--- src/sv/multiprecision_integer_alu_defines.svh ---
// Assertion macros shared by the multiprecision ALU RTL.
// Depends on nothing; included by files that assert.
`ifndef MULTIPRECISION_INTEGER_ALU_DEFINES_SVH
`define MULTIPRECISION_INTEGER_ALU_DEFINES_SVH
// Implication checked every clock, disabled during reset.
`define MIA_ASSERT_IMP(label, clk, rst_n, pre, post) \
  label: assert property (@(posedge clk) disable iff (!rst_n) (pre) |-> (post)) \
    else $error("assertion failed");
// Implication into the following cycle.
`define MIA_ASSERT_NEXT(label, clk, rst_n, pre, post) \
  label: assert property (@(posedge clk) disable iff (!rst_n) (pre) |=> (post)) \
    else $error("assertion failed");
`endif

--- src/sv/mia_pkg.sv ---
// Package for the multiprecision ALU: opcodes and sequencer states.
// Depends on nothing.
`timescale 1ns / 1ps
`default_nettype none
package mia_pkg;
  typedef enum logic [3:0] {
    OP_ADD = 4'd0, OP_SUB = 4'd1, OP_MUL = 4'd2, OP_DIV = 4'd3,
    OP_CMP = 4'd4, OP_AND = 4'd5, OP_OR = 4'd6, OP_XOR = 4'd7,
    OP_NOT = 4'd8, OP_SHL = 4'd9, OP_SHR = 4'd10, OP_ROL = 4'd11,
    OP_ROR = 4'd12, OP_INC = 4'd13, OP_DEC = 4'd14, OP_TEST = 4'd15
  } opcode_t;
  typedef enum logic [1:0] {ST_IDLE, ST_RUN, ST_DONE} state_t;
  localparam logic [1:0] ORD_LT = 2'd0;
  localparam logic [1:0] ORD_EQ = 2'd1;
  localparam logic [1:0] ORD_GT = 2'd2;
endpackage
`default_nettype wire

--- src/sv/multiprecision_integer_alu.sv ---
// Multiprecision unsigned integer ALU, bit-serial datapath.
// Input request: opcode, operand_a, operand_b, bit_count, on valid/stall.
// Result request: value, remainder and flags, on valid/stall.
// One request is worked at a time. It is taken in while idle or while the
// previous result is being taken. Work then runs one bit per cycle over all
// W = 8*OPERAND_BYTES bits (shift registers a and b rotate through a
// one-bit adder or comparator; multiply and divide each use one W-bit
// add/subtract per bit step). Shifts and rotates step one position a cycle,
// bit_count positions in all (capped at W for shifts; a rotate by bit_count
// steps comes to the same as a rotate by bit_count modulo W). The result
// register holds while out_stall is high; no new request is accepted until
// that result leaves. Reset clears the sequencer and out_valid; payload
// registers are not reset.
`timescale 1ns / 1ps
`default_nettype none
`include "multiprecision_integer_alu_defines.svh"
module multiprecision_integer_alu
  import mia_pkg::*;
#(
  parameter int OPERAND_BYTES = 8
) (
  input  wire logic        clk,
  input  wire logic        rst_n,
  input  wire logic        in_valid,
  output logic             in_stall,
  input  wire logic [3:0]  in_opcode,
  input  wire logic [63:0] in_operand_a,
  input  wire logic [63:0] in_operand_b,
  input  wire logic [5:0]  in_bit_count,
  output logic             out_valid,
  input  wire logic        out_stall,
  output logic [63:0]      out_value,
  output logic [63:0]      out_remainder,
  output logic             out_carry_out,
  output logic [1:0]       out_order,
  output logic             out_is_zero,
  output logic             out_is_odd,
  output logic             out_top_bit,
  output logic             out_divide_by_zero
);
  localparam int W  = 8 * OPERAND_BYTES;
  // The step counter holds up to max(W, 63), the larger of W and the longest rotate.
  localparam int CW = 7;
  localparam int MAX_STEPS = (W > 63) ? W : 63;

  state_t        state_r, state_nxt;
  opcode_t       op_r;
  logic [W-1:0]  a_r, a_nxt, b_r, b_nxt, p_r, p_nxt, q_r, q_nxt;
  logic [W:0]    rm_r, rm_nxt;
  logic [CW-1:0] cnt_r, cnt_nxt;
  logic          c_r, c_nxt, nz_r, nz_nxt;
  logic [1:0]    ord_r, ord_nxt;
  logic          ov_r, ov_nxt;
  logic [63:0]   val_r, rem_r;
  logic          co_r, z_r, od_r, tb_r, dz_r;
  logic [1:0]    oo_r;
  logic          fin, take;
  logic [W:0]    rtry;
  logic [W:0]    sum1;
  logic [CW-1:0] steps;
  logic [6:0]    bc_ext;

  assign in_stall = (state_r == ST_RUN) || (ov_r && out_stall);
  assign take     = in_valid && !in_stall;
  assign bc_ext   = {1'b0, in_bit_count};

  always_comb begin
    // Steps needed for a request: W for serial arithmetic, count for shifts and rotates.
    steps = CW'(W);
    case (opcode_t'(in_opcode))
      OP_SHL, OP_SHR: begin
        steps = (bc_ext >= 7'(W)) ? CW'(W) : CW'(bc_ext);
      end
      OP_ROL, OP_ROR: begin
        steps = CW'(bc_ext);
      end
      default: steps = CW'(W);
    endcase
  end

  always_ff @(posedge clk) begin
    if (!rst_n) begin
      state_r <= ST_IDLE;
      ov_r    <= 1'b0;
    end else begin
      state_r <= state_nxt;
      ov_r    <= ov_nxt;
    end
  end

  always_ff @(posedge clk) begin
    op_r  <= take ? opcode_t'(in_opcode) : op_r;
    a_r   <= a_nxt;
    b_r   <= b_nxt;
    p_r   <= p_nxt;
    q_r   <= q_nxt;
    rm_r  <= rm_nxt;
    cnt_r <= cnt_nxt;
    c_r   <= c_nxt;
    nz_r  <= nz_nxt;
    ord_r <= ord_nxt;
  end

  always_comb begin
    state_nxt = state_r;
    a_nxt = a_r; b_nxt = b_r; p_nxt = p_r; q_nxt = q_r; rm_nxt = rm_r;
    cnt_nxt = cnt_r; c_nxt = c_r; nz_nxt = nz_r; ord_nxt = ord_r;
    fin  = 1'b0;
    sum1 = '0;
    rtry = '0;
    case (state_r)
      ST_IDLE, ST_DONE: begin
        if (take) begin
          state_nxt = ST_RUN;
          a_nxt   = in_operand_a[W-1:0];
          b_nxt   = in_operand_b[W-1:0];
          p_nxt   = '0;
          q_nxt   = in_operand_a[W-1:0];
          rm_nxt  = '0;
          cnt_nxt = steps;
          nz_nxt  = 1'b0;
          ord_nxt = ORD_EQ;
          case (opcode_t'(in_opcode))
            OP_SUB, OP_DEC: c_nxt = 1'b1;
            OP_INC:         c_nxt = 1'b1;
            default:        c_nxt = 1'b0;
          endcase
        end
      end
      ST_RUN: begin
        if (cnt_r == '0) begin
          fin = 1'b1;
          state_nxt = ST_DONE;
        end else begin
          cnt_nxt = cnt_r - 1'b1;
          case (op_r)
            OP_ADD, OP_SUB, OP_INC, OP_DEC, OP_AND, OP_OR, OP_XOR, OP_NOT,
            OP_CMP, OP_TEST: begin
              // LSB first: a rotates right, result bit enters at the top.
              logic bb, ab, r;
              ab = a_r[0];
              case (op_r)
                OP_SUB:  bb = ~b_r[0];
                OP_DEC:  bb = 1'b1;
                OP_INC:  bb = 1'b0;
                default: bb = b_r[0];
              endcase
              r = ab ^ bb ^ c_r;
              if (op_r == OP_DEC) begin
                // Borrow chain: c_r is the pending borrow, starting at one.
                r = ab ^ c_r;
                c_nxt = ~ab & c_r;
              end else begin
                c_nxt = (ab & bb) | (ab & c_r) | (bb & c_r);
              end
              case (op_r)
                OP_AND:  r = ab & b_r[0];
                OP_OR:   r = ab | b_r[0];
                OP_XOR:  r = ab ^ b_r[0];
                OP_NOT:  r = ~ab;
                OP_TEST: r = ab;
                default: ;
              endcase
              if (op_r == OP_CMP && ab != b_r[0]) ord_nxt = ab ? ORD_GT : ORD_LT;
              nz_nxt = nz_r | ab;
              a_nxt = {r, a_r[W-1:1]};
              b_nxt = {b_r[0], b_r[W-1:1]};
            end
            OP_MUL: begin
              // MSB-first shift and add: p = 2p + (a top bit ? b : 0).
              sum1  = {1'b0, p_r[W-2:0], 1'b0} + (a_r[W-1] ? {1'b0, b_r} : '0);
              p_nxt = sum1[W-1:0];
              a_nxt = {a_r[W-2:0], 1'b0};
            end
            OP_DIV: begin
              // Restoring division; q holds the dividend shifting into rm.
              rtry = {rm_r[W-1:0], q_r[W-1]} - {1'b0, b_r};
              if (!rtry[W]) begin
                rm_nxt = rtry;
                q_nxt  = {q_r[W-2:0], 1'b1};
              end else begin
                rm_nxt = {rm_r[W-1:0], q_r[W-1]};
                q_nxt  = {q_r[W-2:0], 1'b0};
              end
            end
            OP_SHL: a_nxt = {a_r[W-2:0], 1'b0};
            OP_SHR: a_nxt = {1'b0, a_r[W-1:1]};
            OP_ROL: a_nxt = {a_r[W-2:0], a_r[W-1]};
            default: a_nxt = {a_r[0], a_r[W-1:1]};
          endcase
        end
      end
      default: state_nxt = ST_IDLE;
    endcase
  end

  // Result register: loads when the run finishes, drops when taken.
  always_comb begin
    ov_nxt = ov_r;
    if (ov_r && !out_stall) ov_nxt = 1'b0;
    if (fin) ov_nxt = 1'b1;
  end

  always_ff @(posedge clk) begin
    if (fin) begin
      val_r <= '0; rem_r <= '0; co_r <= 1'b0; oo_r <= '0;
      z_r <= 1'b0; od_r <= 1'b0; tb_r <= 1'b0; dz_r <= 1'b0;
      case (op_r)
        OP_ADD, OP_INC: begin
          val_r <= 64'(a_r); co_r <= c_r;
        end
        OP_SUB, OP_DEC: begin
          val_r <= 64'(a_r); co_r <= ~c_r ^ (op_r == OP_DEC);
        end
        OP_MUL: val_r <= 64'(p_r);
        OP_DIV: begin
          if (b_r == '0) dz_r <= 1'b1;
          else begin
            val_r <= 64'(q_r); rem_r <= 64'(rm_r[W-1:0]);
          end
        end
        OP_CMP: oo_r <= ord_r;
        OP_TEST: begin
          z_r <= ~nz_r; od_r <= a_r[0]; tb_r <= a_r[W-1];
        end
        default: val_r <= 64'(a_r);
      endcase
    end
  end

  assign out_valid          = ov_r;
  assign out_value          = val_r;
  assign out_remainder      = rem_r;
  assign out_carry_out      = co_r;
  assign out_order          = oo_r;
  assign out_is_zero        = z_r;
  assign out_is_odd         = od_r;
  assign out_top_bit        = tb_r;
  assign out_divide_by_zero = dz_r;

  `MIA_ASSERT_IMP(a_no_take_in_run, clk, rst_n, state_r == ST_RUN, !take)
  `MIA_ASSERT_NEXT(a_fin_valid, clk, rst_n, fin, out_valid)
  `MIA_ASSERT_IMP(a_cnt_bound, clk, rst_n, state_r == ST_RUN, cnt_r <= CW'(MAX_STEPS))
  `MIA_ASSERT_NEXT(a_take_runs, clk, rst_n, take, state_r == ST_RUN)
endmodule
`default_nettype wire

--- config.mk ---
export PLATFORM = sky130hd
export DESIGN_NAME = multiprecision_integer_alu
export DESIGN_NICKNAME = d
export VERILOG_FILES = /design/src/sv/mia_pkg.sv /design/src/sv/multiprecision_integer_alu.sv
export VERILOG_INCLUDE_DIRS = /design/src /design/src/sv
export SDC_FILE = /design/constraint.sdc
export NUM_CORES = 1
export LEC_CHECK = 0
export ABC_AREA = 1
export BUFFER_PORTS_ARGS = -buffer_cell sky130_fd_sc_hd__buf_2
export CAP_MARGIN = 20
export CORE_ASPECT_RATIO = 0.6
export CORE_MARGIN = 10
export CORE_UTILIZATION = 54
export CTS_CLUSTER_DIAMETER = 80
export CTS_CLUSTER_SIZE = 40
export DETAILED_ROUTE_END_ITERATION = 8
export HOLD_SLACK_MARGIN = 0.08
export PLACE_DENSITY_LB_ADDON = 0.15
export SYNTH_ARGS = -nofsm -noshare
export SYNTH_HDL_FRONTEND = slang
export SYNTH_SLANG_ARGS = --single-unit
--- constraint.sdc ---
create_clock -name clk -period 9.55 [get_ports clk]
set_clock_uncertainty 0.05 [all_clocks]
set_input_delay 0.955 -clock clk [delete_from_list [all_inputs] [get_ports clk]]
set_output_delay 0.955 -clock clk [all_outputs]
set_load 0.02 [all_outputs]
# After elaboration in Yosys (flattened, before gate mapping)
# Index checks and enable logic that the tools add are counted.
[word_totals] regBits=473 in_bits=142 output_inout_bits=137 elab_cells=164
[classes] addsub=3 magnitude_cmp=1 n_eq_ne=32 mux=59 bitwise=19 n_reduce_logical=30
[ops] cell="64-bit two-way mux" n=16
[ops] cell="64-bit one-hot mux with 2 select lines" n=5
[ops] cell="64-bit one-hot mux with 5 select lines" n=1
[ops] cell="64-bit one-hot mux with 3 select lines" n=1
[ops] cell="65-bit by 64-bit subtractor with 65-bit output" n=1
[ops] cell="64-bit adder" n=1
[ops] cell="64-bit logical NOT" n=1
[ops] cell="4-bit equality test (second input constant)" n=13
[ops] cell="7-bit one-hot mux with 2 select lines" n=2
[ops] cell="7-bit two-way mux" n=3
[ops] cell="1-bit two-way mux" n=18
[ops] cell="4-bit by 3-bit equality test with 1-bit output (second input constant)" n=4
[ops] cell="4-bit AND reduction" n=4
[ops] cell="2-bit OR reduction" n=8
[ops] cell="2-bit two-way mux" n=6
[ops] cell="2-bit by 1-bit inequality test with 1-bit output (second input constant)" n=5
[ops] cell="10-bit OR reduction" n=1
[ops] cell="4-bit by 1-bit equality test with 1-bit output (second input constant)" n=2
[ops] cell="4-bit by 2-bit equality test with 1-bit output (second input constant)" n=2
[ops] cell="2-bit one-hot mux with 2 select lines" n=2
[ops] cell="6-bit by 7-bit >= comparator with 1-bit output (second input constant)" n=1
[ops] cell="7-bit logical NOT" n=1
[ops] cell="7-bit by 1-bit subtractor with 7-bit output (second input constant)" n=1
[ops] cell="2-bit inequality test (second input constant)" n=3
[ops] cell="other kinds (20)" n=42

# Longest topological paths before layout
[depth] depth_word=12 mapped_depth=20 depth_no_buf=18

# Least setup slack after synthesis
# No wires, ideal clock.
[synth_timing] path_kind="input-to-reg" from="input out_stall" to="register q_r[0] (enable)" setup_ps=657 arrival_ps=7860 required_time_ps=8843 setup_slack_ps=982 cell_stages=7 path_buffers=0 path_cell_list="nand2_1 nand3_1 inv_1 nand2_1 nand2_1 inv_1 a21oi_1"
[synth_via] elab_chain_len=6
[synth_lines] item="start, declared" line_no="multiprecision_integer_alu.sv:31" source="input wire logic out_stall,"
[synth_lines] item="1-bit logical AND" line_no="multiprecision_integer_alu.sv:63" source="assign in_stall = (state_r == ST_RUN) || (ov_r && out_stall);"
[synth_lines] item="1-bit logical OR" line_no="multiprecision_integer_alu.sv:63"
[synth_lines] item="1-bit logical NOT" line_no="multiprecision_integer_alu.sv:64" source="assign take = in_valid && !in_stall;"
[synth_lines] item="1-bit logical AND" line_no="multiprecision_integer_alu.sv:64"
[synth_lines] item="named net take" line_no="multiprecision_integer_alu.sv:57" source="logic fin, take;"
[synth_lines] item="2-bit inequality test (no source line)"
[synth_lines] item="4-bit AND reduction (no source line)"
[synth_lines] item="end signal, assigned" line_no="multiprecision_integer_alu.sv:96" source="q_r <= q_nxt;"
[synth_lines] item="end, declared" line_no="multiprecision_integer_alu.sv:48" source="logic [W-1:0] a_r, a_nxt, b_r, b_nxt, p_r, p_nxt, q_r, q_nxt;"
# The timed path passes the listed nets, and every way through them passes these cells.
# A chain may end at the register's enable or synchronous reset.

# Worst setup path in the final report
[layout_timing] from="register a_r[63]" to="register p_r[40], data pin"
[layout_via] elab_chain_len=5
[layout_lines] item="start, declared" line_no="multiprecision_integer_alu.sv:48"
[layout_lines] item="start signal, assigned" line_no="multiprecision_integer_alu.sv:93" source="a_r <= a_nxt;"
[layout_lines] item="64-bit two-way mux" line_no="multiprecision_integer_alu.sv:171" source="sum1 = {1'b0, p_r[W-2:0], 1'b0} + (a_r[W-1] ? {1'b0, b_r} : '0);"
[layout_lines] item="64-bit adder" line_no="multiprecision_integer_alu.sv:171"
[layout_lines] item="64-bit two-way mux" line_no="multiprecision_integer_alu.sv:136" source="case (op_r)"
[layout_lines] item="64-bit two-way mux" line_no="multiprecision_integer_alu.sv:131" source="if (cnt_r == '0) begin"
[layout_lines] item="64-bit one-hot mux with 2 select lines" line_no="multiprecision_integer_alu.sv:111" source="case (state_r)"
[layout_lines] item="end signal, assigned" line_no="multiprecision_integer_alu.sv:95" source="p_r <= p_nxt;"
[layout_lines] item="end, declared" line_no="multiprecision_integer_alu.sv:48"
# Every way passes these cells. The select of a mux whose other input is x is not followed.

==> impl_metrics.ini <==
[timing]
final.setup.tns_ns = 0
setup_violations = 0
period_minus_slack_ns = 4.32
rsz0062_at_grt = no
final-max-slew-violation-count = 0
fin_hold_ws_ns = 0.496
worst_slack_ns = 5.23
timing_hold_violations_final = 0
period_share_pct = 45.2
slew_headroom_pct = 21.8
worst_pin_slew_ns = 1.16
fmax_mhz = 232

[synthesis]
synth_common_cells = 1590 x nand2_1, 809 x inv_1, 514 x nor2_1
netlist_area_mm2 = 0.0323
syn_area_per_cell_um2 = 7.12
ys_types = 45
synth.ff_latch_count = 473
synth_top_area_cell = edfxtp_1
synth.top_cell.area_share_pct = 43.7
synth_fp_nets = 4813
yosys-top-cells-area = edfxtp_1 44%, nand2_1 18%, inv_1 9.4%
synth-edff-count = 470
synth_top_flop_cell = edfxtp_1
async_flop_share_pct = 0
syn_inst = 4538
ys_seq_area_share_pct = 43.9
yosys_warnings = 0
yosysMostFrequentCell = nand2_1

[global_route]
grt_overflow = 0
grt_usage_pct = 32.3
antenna_found_initial = 0
grt_pass1_wl_um = 175000
first_global_vias = 28000
grt_max_degree = 191

[detailed_routing]
first_pass_iters = 6
vias = 31100
drtIter0Drc = 4474
finalWirelength_um = 117000
antenna_left = 0
via_per_inst = 5.61
drt-wirelength-per-cell_um = 21.2
drc = 0

[power]
power_per_cell_area_mw_per_mm2 = 206
peakVddDrop_mv = 0.180
power_mw = 7.26
leakage_nw = 17.3

[clock_tree]
cts_post_setup_buffers_inserted = 0
ctsHoldBuffers = 0
cts-htree-levels = 1
root_buffer = clkbuf_16
numClockSinks = 473
post_cts_resized = 0
numCtsBuffers = 22
clk_latency_ns = 0.62
clk_pin_slew_ns = 0.12
cts_tree = built
clockBufferDepth = 3

[worst_setup_path]
crit_fanout = 66
cp_data_arrival_time_ns = 4.64
end_kind = flip-flop
worstPathRequired_ns = 9.88
startpoint_type = flip-flop
path_class = flip-flop to flip-flop

[layout]
final_util_pct = 59.6
final_cells = 5540
diodes = 0
final_layout_size_suffix_gt1_share_pct = 7.88
nets = 5018
fin_area_mm2 = 0.0353
syn2layout_area_growth_pct = 9.20

[die]
ios = 279
die_h_um = 209
start_util_pct = 54.5
dieArea_mm2 = 0.0703
rows = 69
die_w_um = 336
coreArea_mm2 = 0.0592

[place]
pre_cts_slack_ns = 5.31
io_buffers = 278
place.gp.congestion = 1.04
place_area_mm2 = 0.0344
post-place-cells = 5500
dp_hpwl_um = 91600

[hold_path]
min_path_type = flip-flop to flip-flop

[flow_run]
cap_violations = 0

[status]
run_status = finished, final reports clean
layout by cell type (no fill, tap or decap), drive strengths merged:
master  instances
nor2          519
nor4           17
o21bai         15
o21ai         249
a31oi           6
dfxtp           3
nand3b          4
a21boi          5
o311ai          2
xnor2           8
or2             2
buf           297
nor3           39
edfxtp        470
inv           821
fa              2
o211a           1
and3            2
clkbuf         24
a21o            3
clkinv          9
nand4          19
o211ai         65
o21a            6
and2            4
xor2           20
a21oi         203
or3b            1
ha            131
nand2        1602
nand3         210
sequential cells by signal, summed over array words and instances, names as in the netlist, 2 cells and up:
name           flops
cnt_r              7
a_r               64
op_r               4
out_remainder     64
b_r               64
q_r               64
out_value         64
out_order          2
ord_r              2
p_r               64
state_r            2
rm_r              64
area by class of cell:
| type | count | area [µm²] |
|---|---|---|
| Timing Repair Buffer | 297 | 1550 |
| Clock inverter | 16 | 285 |
| Fill cell | 5681 | 23900 |
| Sequential cell | 473 | 14200 |
| Inverter | 814 | 3060 |
| Multi-Input combinational cell | 3135 | 14700 |
| Tap cell | 781 | 977 |
| Clock buffer | 24 | 579 |
path summary, 6_finish.rpt:
kind | from | endpoint | slack [ns] | cells past startpoint
max | a_r[63] | p_r[40] | 5.23 | 12
min | state_r[1] | state_r[1] | 0.50 | 2
min reg2reg | state_r[1] | state_r[1] | 0.50 | 2
max reg2reg | a_r[63] | p_r[40] | 5.23 | 12
routing by layer:
layer / GRT usage (%) / vias to the layer above / part of all wire, %
met5: 0 / - / 0
met3: 11.7 / 74 / 16
met4: 3.67 / 0 / 1.2
li1: - / 14800 / -
met1: 51.9 / 14300 / 46
met2: 40.9 / 1924 / 36
logic make-up after synthesis:
group	synth area share, %
adders and majority gates	5.20
buffers and inverters	11.0
DFF	43.9
and+or+nand+nor	29.7
xor gates and xnor gates	0.759
AOI/OAI and AO/OA	9.42
where the power goes:
group          internal, mW  switching, mW
Combinational         0.853           2.25
Sequential             2.65          0.185
Clock                 0.506          0.811
Total                  4.01           3.25
worst max-delay path, cell delays in order (launching register included):
cell and delay, ns:
edfxtp_1 0.34, buf_4 0.63, nand2_1 0.28, inv_1 0.15, ha_1 0.31, a21oi_1 0.24
nor2_1 0.06, nor2_1 0.14, a21boi_0 0.47, o21ai_0 0.58, nand3b_1 0.51, o21ai_0 0.24
nor2_1 0.05
Note: power is estimated with default switching activity, not from simulation.
